**src/rtl/tpwm_pkg.sv**
```systemverilog
`default_nettype none

package tpwm_pkg;

    localparam int unsigned DATA_W = 16;
    localparam int unsigned SW_W   = 6;
    localparam int unsigned PAT_W  = 4;

    localparam logic [DATA_W-1:0] BRAKE_HALF_DUTY = 16'd16384;
    localparam logic [DATA_W-1:0] BRAKE_STEP      = 16'd2;
    localparam logic [SW_W-1:0]   ALL_SWITCHES    = 6'h3F;

    typedef enum logic [1:0] {
        ACT_SET_OUTPUTS = 2'd0,
        ACT_BRAKE_START = 2'd1,
        ACT_BRAKE_TICK  = 2'd2,
        ACT_NOP         = 2'd3
    } action_t;

    typedef enum logic [0:0] {
        CFG_PWM_PERIOD  = 1'b0,
        CFG_BRAKE_LIMIT = 1'b1
    } cfg_index_t;

    typedef struct packed {
        logic [1:0]        action;
        logic [PAT_W-1:0]  channel_pattern;
        logic [DATA_W-1:0] duty_u;
        logic [DATA_W-1:0] duty_v;
        logic [DATA_W-1:0] duty_w;
    } in_word_t;

    typedef struct packed {
        logic [DATA_W-1:0] compare_u;
        logic [DATA_W-1:0] compare_v;
        logic [DATA_W-1:0] compare_w;
        logic [SW_W-1:0]   switch_enables;
        logic              main_output_enable;
        logic              brake_done;
    } out_word_t;

    // brake unit control and status
    typedef struct packed {
        logic    fire;
        action_t action;
    } brake_cmd_t;

    typedef struct packed {
        logic              run;
        logic              done;
        logic [DATA_W-1:0] duty;
    } brake_stat_t;

    // switch pattern table: bit0 U hi, bit1 U lo, bit2 V hi, bit3 V lo, bit4 W hi, bit5 W lo
    function automatic logic [SW_W-1:0] pattern_lookup(input logic [PAT_W-1:0] idx);
        logic [SW_W-1:0] m;
        begin
            case (idx)
                4'd0:    m = 6'h00;
                4'd1:    m = 6'h3F;
                4'd2:    m = 6'h03;
                4'd3:    m = 6'h0C;
                4'd4:    m = 6'h30;
                4'd5:    m = 6'h0F;
                4'd6:    m = 6'h3C;
                4'd7:    m = 6'h33;
                4'd8:    m = 6'h01;
                4'd9:    m = 6'h04;
                4'd10:   m = 6'h10;
                4'd11:   m = 6'h02;
                4'd12:   m = 6'h08;
                4'd13:   m = 6'h20;
                default: m = 6'h00;
            endcase
            return m;
        end
    endfunction

endpackage

`default_nettype wire

```
**src/rtl/tpwm_duty_conv.sv**
```systemverilog
`default_nettype none

// Q15 duty to compare value: period - min((duty*period)>>15, period)
module tpwm_duty_conv (
    input  wire logic [tpwm_pkg::DATA_W-1:0] duty,
    input  wire logic [tpwm_pkg::DATA_W-1:0] period,
    output logic      [tpwm_pkg::DATA_W-1:0] compare
);

    logic [2*tpwm_pkg::DATA_W-1:0] product;
    logic [tpwm_pkg::DATA_W:0]     scaled;
    logic [tpwm_pkg::DATA_W-1:0]   clipped;

    always_comb
    begin
        product = duty * period;
        scaled  = product[2*tpwm_pkg::DATA_W-1:15];
        clipped = (scaled > {1'b0, period}) ? period : scaled[tpwm_pkg::DATA_W-1:0];
        compare = period - clipped;
    end

endmodule

`default_nettype wire

```
**src/rtl/tpwm_brake.sv**
```systemverilog
`default_nettype none

// brake ramp: tick counter and Q15 brake duty
module tpwm_brake (
    input  wire logic                          clk,
    input  wire logic                          rst_n,
    input  wire logic [tpwm_pkg::DATA_W-1:0]   brake_limit,
    input  wire tpwm_pkg::brake_cmd_t          cmd,
    output tpwm_pkg::brake_stat_t              stat
);

    logic [tpwm_pkg::DATA_W-1:0] count_reg, count_next;
    logic [tpwm_pkg::DATA_W-1:0] duty_reg,  duty_next;
    logic [tpwm_pkg::DATA_W-1:0] duty_step;
    logic                        run;

    always_comb
    begin
        run       = count_reg < brake_limit;
        duty_step = (duty_reg >= tpwm_pkg::BRAKE_STEP) ? duty_reg - tpwm_pkg::BRAKE_STEP
                                                       : '0;
        count_next = count_reg;
        duty_next  = duty_reg;
        if (cmd.fire)
        begin
            case (cmd.action)
                tpwm_pkg::ACT_BRAKE_START:
                begin
                    count_next = '0;
                    duty_next  = tpwm_pkg::BRAKE_HALF_DUTY;
                end
                tpwm_pkg::ACT_BRAKE_TICK:
                begin
                    if (run)
                    begin
                        count_next = count_reg + 1'b1;
                        duty_next  = duty_step;
                    end
                end
                default:
                begin
                    count_next = count_reg;
                    duty_next  = duty_reg;
                end
            endcase
        end
        stat.run  = run;
        stat.done = (cmd.action == tpwm_pkg::ACT_BRAKE_TICK) && !run;
        stat.duty = (cmd.action == tpwm_pkg::ACT_BRAKE_START) ? tpwm_pkg::BRAKE_HALF_DUTY
                                                              : duty_step;
    end

    always_ff @(posedge clk or negedge rst_n)
    begin
        if (!rst_n)
        begin
            count_reg <= '0;
            duty_reg  <= tpwm_pkg::BRAKE_HALF_DUTY;
        end
        else
        begin
            count_reg <= count_next;
            duty_reg  <= duty_next;
        end
    end

    a_start_rearms: assert property (@(posedge clk) disable iff (!rst_n)
        cmd.fire && cmd.action == tpwm_pkg::ACT_BRAKE_START
        |=> count_reg == '0 && duty_reg == tpwm_pkg::BRAKE_HALF_DUTY)
        else $error("brake start did not rearm ramp");

    a_tick_counts: assert property (@(posedge clk) disable iff (!rst_n)
        cmd.fire && cmd.action == tpwm_pkg::ACT_BRAKE_TICK && run
        |=> count_reg == $past(count_reg) + 1'b1)
        else $error("brake tick did not advance counter");

    a_done_freezes: assert property (@(posedge clk) disable iff (!rst_n)
        cmd.fire && stat.done |=> $stable(count_reg) && $stable(duty_reg))
        else $error("brake state moved after done");

endmodule

`default_nettype wire

```
**src/rtl/three_phase_pwm_output_control.sv**
```systemverilog
`default_nettype none

// Channel  Handshake          Payload                       Direction
// in       in_valid/in_ready  in_data  (tpwm_pkg::in_word_t)  into block
// out      out_valid/out_ready out_data (tpwm_pkg::out_word_t) out of block
// cfg      cfg_valid/cfg_ready cfg_index, cfg_data          into block
//
// One word per cycle sustained while the output is not stalled. A word is captured in the
// input register, then the duty converters (one 16x16 multiply, clip, subtract per phase)
// and the brake unit update the held state, which is the result register.
// Reset clears config to zero, the held compares/enables, and rearms the brake at 50%.
// An output stall backs up into the input register; in_ready drops only when both are full.
// Config writes are always taken (cfg_ready tied high).
module three_phase_pwm_output_control (
    input  wire logic                           clk,
    input  wire logic                           rst_n,

    input  wire logic                           in_valid,
    output logic                                in_ready,
    input  wire tpwm_pkg::in_word_t             in_data,

    output logic                                out_valid,
    input  wire logic                           out_ready,
    output tpwm_pkg::out_word_t                 out_data,

    input  wire logic                           cfg_valid,
    output logic                                cfg_ready,
    input  wire logic [0:0]                     cfg_index,
    input  wire logic [tpwm_pkg::DATA_W-1:0]    cfg_data
);

    // config registers
    logic [tpwm_pkg::DATA_W-1:0] period_reg;
    logic [tpwm_pkg::DATA_W-1:0] limit_reg;

    // input stage
    logic                 s1_valid_reg;
    tpwm_pkg::in_word_t   s1_word_reg;
    tpwm_pkg::action_t    s1_action;
    logic                 adv;

    // held state / result register
    logic [tpwm_pkg::DATA_W-1:0] cmp_u_reg, cmp_v_reg, cmp_w_reg;
    logic [tpwm_pkg::DATA_W-1:0] cmp_u_next, cmp_v_next, cmp_w_next;
    logic [tpwm_pkg::SW_W-1:0]   mask_reg, mask_next;
    logic                        master_reg, master_next;
    logic                        done_reg, done_next;
    logic                        out_valid_reg;

    // converter operands and results
    logic [tpwm_pkg::DATA_W-1:0] op_u, op_v, op_w;
    logic [tpwm_pkg::DATA_W-1:0] conv_u, conv_v, conv_w;

    tpwm_pkg::brake_cmd_t  brk_cmd;
    tpwm_pkg::brake_stat_t brk_stat;

    assign cfg_ready = 1'b1;

    always_ff @(posedge clk or negedge rst_n)
    begin
        if (!rst_n)
        begin
            period_reg <= '0;
            limit_reg  <= '0;
        end
        else if (cfg_valid)
        begin
            if (cfg_index == tpwm_pkg::CFG_PWM_PERIOD)
                period_reg <= cfg_data;
            else
                limit_reg  <= cfg_data;
        end
    end

    // pipeline handshake
    assign adv      = s1_valid_reg && (!out_valid_reg || out_ready);
    assign in_ready = !s1_valid_reg || adv;
    assign s1_action = tpwm_pkg::action_t'(s1_word_reg.action);

    always_ff @(posedge clk or negedge rst_n)
    begin
        if (!rst_n)
            s1_valid_reg <= 1'b0;
        else if (in_ready)
            s1_valid_reg <= in_valid;
    end

    always_ff @(posedge clk)
    begin
        if (in_ready && in_valid)
            s1_word_reg <= in_data;
    end

    assign brk_cmd.fire   = adv;
    assign brk_cmd.action = s1_action;

    tpwm_brake u_brake (
        .clk         (clk),
        .rst_n       (rst_n),
        .brake_limit (limit_reg),
        .cmd         (brk_cmd),
        .stat        (brk_stat)
    );

    // set_outputs converts the word's duties, brake actions convert the brake duty
    always_comb
    begin
        if (s1_action == tpwm_pkg::ACT_SET_OUTPUTS)
        begin
            op_u = s1_word_reg.duty_u;
            op_v = s1_word_reg.duty_v;
            op_w = s1_word_reg.duty_w;
        end
        else
        begin
            op_u = brk_stat.duty;
            op_v = brk_stat.duty;
            op_w = brk_stat.duty;
        end
    end

    tpwm_duty_conv u_conv_u (.duty(op_u), .period(period_reg), .compare(conv_u));
    tpwm_duty_conv u_conv_v (.duty(op_v), .period(period_reg), .compare(conv_v));
    tpwm_duty_conv u_conv_w (.duty(op_w), .period(period_reg), .compare(conv_w));

    always_comb
    begin
        cmp_u_next  = cmp_u_reg;
        cmp_v_next  = cmp_v_reg;
        cmp_w_next  = cmp_w_reg;
        mask_next   = mask_reg;
        master_next = master_reg;
        done_next   = 1'b0;
        case (s1_action)
            tpwm_pkg::ACT_SET_OUTPUTS:
            begin
                cmp_u_next  = conv_u;
                cmp_v_next  = conv_v;
                cmp_w_next  = conv_w;
                mask_next   = tpwm_pkg::pattern_lookup(s1_word_reg.channel_pattern);
                master_next = 1'b1;
            end
            tpwm_pkg::ACT_BRAKE_START:
            begin
                cmp_u_next  = conv_u;
                cmp_v_next  = conv_v;
                cmp_w_next  = conv_w;
                mask_next   = tpwm_pkg::ALL_SWITCHES;
                master_next = 1'b1;
            end
            tpwm_pkg::ACT_BRAKE_TICK:
            begin
                if (brk_stat.run)
                begin
                    cmp_u_next = conv_u;
                    cmp_v_next = conv_v;
                    cmp_w_next = conv_w;
                end
                done_next = brk_stat.done;
            end
            default:
            begin
                done_next = 1'b0;
            end
        endcase
    end

    // held state doubles as the result register: it moves only when a word advances
    always_ff @(posedge clk or negedge rst_n)
    begin
        if (!rst_n)
        begin
            cmp_u_reg     <= '0;
            cmp_v_reg     <= '0;
            cmp_w_reg     <= '0;
            mask_reg      <= '0;
            master_reg    <= 1'b0;
            done_reg      <= 1'b0;
            out_valid_reg <= 1'b0;
        end
        else
        begin
            if (adv)
            begin
                cmp_u_reg  <= cmp_u_next;
                cmp_v_reg  <= cmp_v_next;
                cmp_w_reg  <= cmp_w_next;
                mask_reg   <= mask_next;
                master_reg <= master_next;
                done_reg   <= done_next;
            end
            if (adv)
                out_valid_reg <= 1'b1;
            else if (out_ready)
                out_valid_reg <= 1'b0;
        end
    end

    assign out_valid                   = out_valid_reg;
    assign out_data.compare_u          = cmp_u_reg;
    assign out_data.compare_v          = cmp_v_reg;
    assign out_data.compare_w          = cmp_w_reg;
    assign out_data.switch_enables     = mask_reg;
    assign out_data.main_output_enable = master_reg;
    assign out_data.brake_done         = done_reg;

    a_adv_gives_word: assert property (@(posedge clk) disable iff (!rst_n)
        adv |=> out_valid_reg)
        else $error("advanced word produced no result");

    a_stalled_word_kept: assert property (@(posedge clk) disable iff (!rst_n)
        s1_valid_reg && !adv |=> s1_valid_reg && $stable(s1_word_reg))
        else $error("stalled input word lost");

    a_done_only_on_tick: assert property (@(posedge clk) disable iff (!rst_n)
        adv && s1_action != tpwm_pkg::ACT_BRAKE_TICK |=> !done_reg)
        else $error("brake done raised by non-tick word");

endmodule

`default_nettype wire
```
**config.mk**
```make
export PLATFORM = sky130hd
export DESIGN_NAME = three_phase_pwm_output_control
export DESIGN_NICKNAME = d
export VERILOG_FILES = /design/src/rtl/tpwm_pkg.sv /design/src/rtl/tpwm_duty_conv.sv /design/src/rtl/tpwm_brake.sv /design/src/rtl/three_phase_pwm_output_control.sv
export SDC_FILE = /design/constraint.sdc
export NUM_CORES = 2
export LEC_CHECK = 0
export BUFFER_PORTS_ARGS = -buffer_cell sky130_fd_sc_hd__buf_2
export CAP_MARGIN = 30
export CORE_ASPECT_RATIO = 1.2
export CORE_MARGIN = 3
export CORE_UTILIZATION = 65
export CTS_CLUSTER_SIZE = 30
export DETAILED_ROUTE_END_ITERATION = 12
export GPL_ROUTABILITY_DRIVEN = 0
export GPL_TIMING_DRIVEN = 0
export PLACE_DENSITY_LB_ADDON = 0.15
export SETUP_SLACK_MARGIN = 0.1
export SYNTH_ARGS = -nofsm -noshare
export SYNTH_HDL_FRONTEND = slang
export SYNTH_SLANG_ARGS = --single-unit
export TNS_END_PERCENT = 50
```
**constraint.sdc**
```tcl
create_clock -name clk -period 15.7 [get_ports clk]
set_clock_uncertainty 0.15 [all_clocks]
set_input_delay 2.355 -clock clk [delete_from_list [all_inputs] [get_ports clk]]
set_output_delay 2.355 -clock clk [all_outputs]
set_load 0.05 [all_outputs]
```
## After elaboration in Yosys (flattened, before gate mapping)

Memories as Yosys holds them, arrays and structs flattened. A register that Yosys moved wholly into a read port is not among the register bits.
Cells that the tools add are included.

| word-level totals | value |
|---|---|
| register bits after elaboration | 176 |
| ROM bits | 96 |
| bits of input ports | 76 |
| logic and storage cells | 78 |
| memories | 1 |

Memories:

| name | depth | width | read ports | clocked after memory_dff | wr ports | line | text |
|---|---|---|---|---|---|---|---|
| (no name shown) | 16 | 6 | 1 | 1 | 0 | tpwm_pkg.sv:58 | `case (idx)` |

| operators by class | value |
|---|---|
| add/subtract/negate cells | 5 |
| multipliers | 3 |
| order comparisons | 5 |
| equal/unequal tests | 3 |
| multiplexer cells | 23 |
| bitwise gates (word level) | 1 |
| reductions and logical operators | 20 |

Operators by type and width:

| kind | count |
|---|---|
| $mux W16 | 13 |
| $pmux W16 S2 | 5 |
| $mul A16 B16 Y32 | 3 |
| $gt A17 B16 Y1 | 3 |
| $sub A16 B16 Y16 | 3 |
| $add A16 B1 Y16 const B | 1 |
| $ge A16 B2 Y1 const B | 1 |
| $lt A16 B16 Y1 | 1 |
| $sub A16 B2 Y16 const B | 1 |
| $pmux W6 S2 | 1 |
| $reduce_and A2 Y1 | 4 |
| $reduce_bool A2 Y1 | 4 |
| $reduce_and A3 Y1 | 2 |
| $mux W4 | 1 |
| $logic_and A1 B1 Y1 | 3 |
| $logic_not A1 Y1 | 3 |
| $mux W1 | 3 |
| $eq A2 B1 Y1 const B | 1 |
| $eq A2 B2 Y1 const B | 1 |
| $logic_not A2 Y1 | 1 |
| $logic_or A1 B1 Y1 | 2 |
| $ne A2 B1 Y1 const B | 1 |
| $reduce_or A2 Y1 | 1 |
| $not A1 Y1 | 1 |

## Depth between registers and ports, before layout

| depth | value |
|---|---|
| depth after elaboration | 10 |
| gate-level depth with buffers | 58 |
| mapped depth without buffers | 57 |

## By module

Synthesis repeated with hierarchy kept, for this count alone.

| second synthesis, totals | value |
|---|---|
| cell total of the unflattened synthesis | 3960 |
| area, all modules | 36655.2 um^2 |

By module, submodules not included:

| module | instances | cells an instance | area each (um^2) | seq. area each (um^2) |
|---|---|---|---|---|
| tpwm_duty_conv (u_conv_u) | 1 | 1122 | 9604.2 | 0.0 |
| tpwm_duty_conv (u_conv_w) | 1 | 1079 | 9349.0 | 0.0 |
| tpwm_duty_conv (u_conv_v) | 1 | 1055 | 9131.3 | 0.0 |
| three_phase_pwm_output_control | 1 | 410 | 6224.7 | 3993.8 |
| tpwm_brake | 1 | 294 | 2346.0 | 802.0 |

## Least setup slack after synthesis

Ideal clock, no wire load.

| timing | value |
|---|---|
| path type | reg2reg |
| start | register u_brake.duty_reg[8] in the netlist's numbering |
| end | register cmp_u_reg[14] in the netlist's numbering |
| library setup time | 118 ps |
| arrival | 12274 ps |
| data required time | 15432 ps |
| path slack | 3158 ps |
| stages on the path, launching flop included | 57 |
| buffers on the path | 3 |
| period minus slack after synthesis | 12542 ps |
| cells stage by stage | dfrtp_1 buf_6 or4_4 nor4_4 nand2_1 nand2_1 clkbuf_1 nor2_1 a21oi_1 nor2_1 fa_1 inv_1 fa_1 fa_1 fa_1 inv_1 fa_1 inv_1 [21 not listed] o22a_1 nor2_4 buf_4 mux2i_1 ha_1 inv_1 fa_1 a21o_1 a21oi_1 o21bai_1 a21oi_1 nor2b_1 o21a_1 o31a_1 o41ai_1 mux2i_1 a31oi_1 a21o_1 |

| on the way | value |
|---|---|
| longest elaborated chain between the ends | 10 |
| elaborated cells on any way between the ends | 11 |

Ends and longest elaborated chain:

| element | line | text |
|---|---|---|
| start, declared | tpwm_brake.sv:13 | `logic [tpwm_pkg::DATA_W-1:0] duty_reg, duty_next;` |
| start signal, assigned | tpwm_brake.sv:58 | `duty_reg <= tpwm_pkg::BRAKE_HALF_DUTY;` |
| start signal, assigned | tpwm_brake.sv:63 | `duty_reg <= duty_next;` |
| $sub A16 B2 Y16 or $ge A16 B2 Y1 (tied branches) | tpwm_brake.sv:20 | `duty_step = (duty_reg >= tpwm_pkg::BRAKE_STEP) ? duty_reg - tpwm_pkg::BRAKE_STEP` |
| $mux W16 * | tpwm_brake.sv:20 |  |
| $mux W16 * | tpwm_brake.sv:49 | `stat.duty = (cmd.action == tpwm_pkg::ACT_BRAKE_START) ? tpwm_pkg::BRAKE_HALF_DUTY` |
| $mux W16 * | three_phase_pwm_output_control.sv:108 | `if (s1_action == tpwm_pkg::ACT_SET_OUTPUTS)` |
| $mul A16 B16 Y32 * | tpwm_duty_conv.sv:16 | `product = duty * period;` |
| $gt A17 B16 Y1 | tpwm_duty_conv.sv:18 | `clipped = (scaled > {1'b0, period}) ? period : scaled[tpwm_pkg::DATA_W-1:0];` |
| $mux W16 * | tpwm_duty_conv.sv:18 |  |
| $sub A16 B16 Y16 * | tpwm_duty_conv.sv:19 | `compare = period - clipped;` |
| $mux W16 | three_phase_pwm_output_control.sv:153 | `if (brk_stat.run)` |
| $pmux W16 S2 * | three_phase_pwm_output_control.sv:134 | `case (s1_action)` |
| end signal, assigned | three_phase_pwm_output_control.sv:185 | `cmp_u_reg <= cmp_u_next;` |
| end, declared | three_phase_pwm_output_control.sv:43 | `logic [tpwm_pkg::DATA_W-1:0] cmp_u_reg, cmp_v_reg, cmp_w_reg;` |

Mark *: on every way between the ends. The rest lies on a longest branch, timed or not. The select of a mux whose other input is x is not followed.
A chain may end at the register's enable or synchronous reset.

## Worst setup path in the final report

| timing | value |
|---|---|
| start | register u_brake.duty_reg[1] in the netlist's numbering |
| end | register cmp_w_reg[14] in the netlist's numbering |

| on the way | value |
|---|---|
| longest elaborated chain between the ends | 10 |
| elaborated cells on any way between the ends | 11 |

Ends and longest elaborated chain:

| element | line | text |
|---|---|---|
| $sub A16 B2 Y16 or $ge A16 B2 Y1 (tied branches) | tpwm_brake.sv:20 |  |
| $mux W16 * | tpwm_brake.sv:20 |  |
| $mux W16 * | tpwm_brake.sv:49 |  |
| $mux W16 * | three_phase_pwm_output_control.sv:108 |  |
| $mul A16 B16 Y32 * | tpwm_duty_conv.sv:16 |  |
| $gt A17 B16 Y1 | tpwm_duty_conv.sv:18 |  |
| $mux W16 * | tpwm_duty_conv.sv:18 |  |
| $sub A16 B16 Y16 * | tpwm_duty_conv.sv:19 |  |
| $mux W16 | three_phase_pwm_output_control.sv:153 |  |
| $pmux W16 S2 * | three_phase_pwm_output_control.sv:134 |  |
| end signal, assigned | three_phase_pwm_output_control.sv:187 | `cmp_w_reg <= cmp_w_next;` |
| end, declared | three_phase_pwm_output_control.sv:43 |  |

Marks and branches as above.

==> Implementation_results.wiki <==
{| class="wikitable"
! Metric !! Value
|-
| Count of warnings emitted by yosys || 0
|-
| H-Tree Level Count || 4
|-
| Buffers on Ports || 133
|-
| Most used standard cells in the synthesized netlist || 734 x inv_1, 582 x fa_1, 533 x nand2_1, 418 x ha_1, 246 x nor2_1
|-
| Distinct cells, synth || 88
|-
| Clock Root Buffer || clkbuf_16
|-
| Startpoint Class || flip-flop
|-
| Via-to-Cell Ratio || 6.20
|-
| Post-Synthesis Cells || 3902
|-
| Average wire per cell in the routed design || 24.2 µm
|-
| Buf/Inv on CP || 8
|-
| Most numerous cell on the critical path || fa_1
|-
| Setup tns final || 0 ps
|-
| Max Cap Violations || 0
|-
| Number of global-route vias before repair || 30800
|-
| Row Count || 92
|-
| Signal arrival time at the worst endpoint || 15330 ps
|-
| First-pass GRT wire length || 177000 µm
|-
| Number of DRC markers after the initial detailed-route iteration || 3107
|-
| Worst endpoint required time || 15910 ps
|-
| Maximum number of pins on one net before global-route repair || 67
|-
| Critical path fanouts, max || 10
|-
| RSZ-0062 raised after global routing || true
|-
| Die Area || 0.0569 mm²
|-
| Worst Max-Slew Pin Slew || 1110 ps
|-
| Tightest slew margin relative to the limit || 25.9%
|-
| CP delay by family, top || compound AO/OA/AOI/OAI gates
|-
| Sum of net half-perimeters after detailed placement || 93100 µm
|-
| Total standard cell area after synthesis || 0.0351 mm²
|-
| Clock insertion delay at the later pin of the skew report || 510 ps
|-
| Top flip-flop cell by instance count after synthesis || dfrtp_1
|-
| Async set-reset flop share out of synthesis || 67.0%
|-
| Library cell with the highest instance count after synthesis || inv_1
|-
| Top-area cell type share of the netlist area || 33.2%
|-
| # nets final || 5161
|-
| Post-detailed-route count of antenna-violating nets || 0
|-
| Nets in the synthesized netlist || 4978
|-
| CTS buffer count || 17
|-
| Detailed-router iteration count before antenna repair || 9
|-
| Final Cycle Share || 96.3%
|-
| Result of the run || finished, final reports clean
|-
| Top-level I/O count || 135
|-
| Post-route minimum period || 15120 ps
|-
| Residual DRC count || 0
|-
| Leading cell types by total area after synthesis || fa_1 33%, ha_1 15%, dfrtp_1 8.6%
|-
| Clock tree from TritonCTS || done
|-
| Number of enable-type register cells in the synthesized netlist || 54
|-
| Register cell area after layout || 0.00480 mm²
|-
| Pins Over Slew Limit || 0
|-
| Register area share after synthesis || 13.6%
|-
| Count of state elements after synthesis || 182
|-
| Congestion Overflow GR || 0
|-
| Vias after detailed routing || 29800
|-
| Sort of element at the end of the critical path || flip-flop
|-
| Core outline area || 0.0530 mm²
|-
| Initial core utilization || 66.4%
|-
| Fmax || 66.2 MHz
|-
| DIE HEIGHT || 261 µm
|-
| Final Hold Fails || 0
|-
| Cell type with the highest aggregate area in the netlist || fa_1
|-
| Crit Path Category || flip-flop to flip-flop
|-
| Slowest stage cell on the critical path || clkbuf_1
|-
| Post-route core utilization || 71.4%
|-
| Share of layout cells above drive strength 1 || 6.52%
|-
| Largest incremental delay on the critical path || 870 ps
|-
| Final count of negative-setup-slack endpoints || 0
|-
| Max reg flops || 52
|-
| Width of the chip || 218 µm
|-
| Clock-pin slew of the registers on the worst-case setup and hold paths || 90 ps
|-
| Number of antenna violations at the first check in global routing || 4
|-
| Syn avg cell area || 9.01 µm²
|-
| All-layer global routing usage || 42.5%
|-
| Clock tree buffer depth || 2
|-
| Post-detailed-routing wire length || 116000 µm
|-
| TritonCTS Sinks || 182
|-
| Count of filler cells inserted in the layout || 4175
|-
| Min-delay worst type || flip-flop to flip-flop
|-
| Area Growth Syn to Fin || 7.63%
|-
| Area used by multi-input combinational logic || 0.0270 mm²
|}
final timing paths:
kind | start | end | slack [ps] | cells after the start
max reg2reg | u_brake.duty_reg[1] | cmp_w_reg[14] | 580 | 52
max in group asynchronous | rst_n | u_brake.duty_reg[14] | 12980 | 2
min reg2reg | cmp_u_reg[11] | cmp_u_reg[11] | 330 | 2
min | cmp_u_reg[11] | cmp_u_reg[11] | 330 | 2
min in group asynchronous | rst_n | limit_reg[10] | 1650 | 1
max | u_brake.duty_reg[1] | cmp_w_reg[14] | 580 | 52
tightest hold or removal path, delay by kind of cell, from the launching register on:
family	cells	cell delay [ps]
compound gates	1	60
simple gates	1	40
flops	1	340
kinds of logic (layout without fill, tap and decap cells):
| logic type | Yosys count | after routing | synth area share [%] |
|---|---|---|---|
| buf+inv | 903 | 1099 | 9.75 |
| simple gates | 1082 | 1082 | 13.7 |
| flops | 182 | 182 | 13.6 |
| xor+xnor | 113 | 113 | 2.89 |
| other cells | 1 | 4 | 0.0107 |
| fa+ha+maj | 1000 | 1000 | 48.0 |
| mux | 79 | 79 | 2.34 |
| compound gates | 542 | 542 | 9.62 |
repair_timing:
item | in CTS | in global routing
hold buffers | 0 | 0
resized for setup | 0 | 8
setup buffers | 0 | 1
endpoints found under the hold margin | 0 | 0
setup endpoints to repair | 0 | 8
routing by layer:
| metal | GRT usage (%) | part of all wire (%) | up-vias |
|---|---|---|---|
| met4 | 34.0 | 10 | 2 |
| met1 | 49.1 | 33 | 14400 |
| met3 | 15.6 | 14 | 665 |
| li1 | - | - | 12700 |
| met2 | 63.7 | 43 | 2059 |
| met5 | 0 | 0.011 | - |
cells in the final DEF, fill, tap and decap left out, types with 12 or more instances in the layout:
cell       count
and2_1       101
dfrtp_1      121
nor2b_1       19
nand2b_1      19
clkbuf_16     17
nand4_1       22
o21bai_1      12
clkbuf_1     150
o21ai_0       99
nand2_1      533
edfxtp_1      54
xnor2_1       65
a21oi_1      209
mux2_2        25
and3_1        17
nor3_1        31
inv_1        733
xor2_1        45
fa_1         582
a21o_1        97
nand3_1       36
buf_2        134
o21a_1        14
ha_1         418
buf_8         23
nor2_1       246
mux2i_1       52
through the flow:
step	setup WS, ps	cells	hold slack, ps	instance area [µm²]
after global placement	676	4740	309	36700
after CTS	411	4797	334	37700
after floorplan	3160	3902	291	35100
after global routing	86.5	4803	361	37800
final	585	4806	326	37800
after detailed placement	538	4765	316	37100
area by class of cell:
cell class	instances	area share (%)
antenna	3	0.0198
buffer	164	1.73
clock buffer	17	1.12
clock inverter	15	0.585
inverter	739	7.33
multi-input combinational	2817	71.3
sequential	182	12.7
tap	705	2.33
timing repair buffer	164	2.95
Power is left out: the tool's default activity adds up to more than one toggle a clock period on the data nets, which glitch-free logic cannot reach.
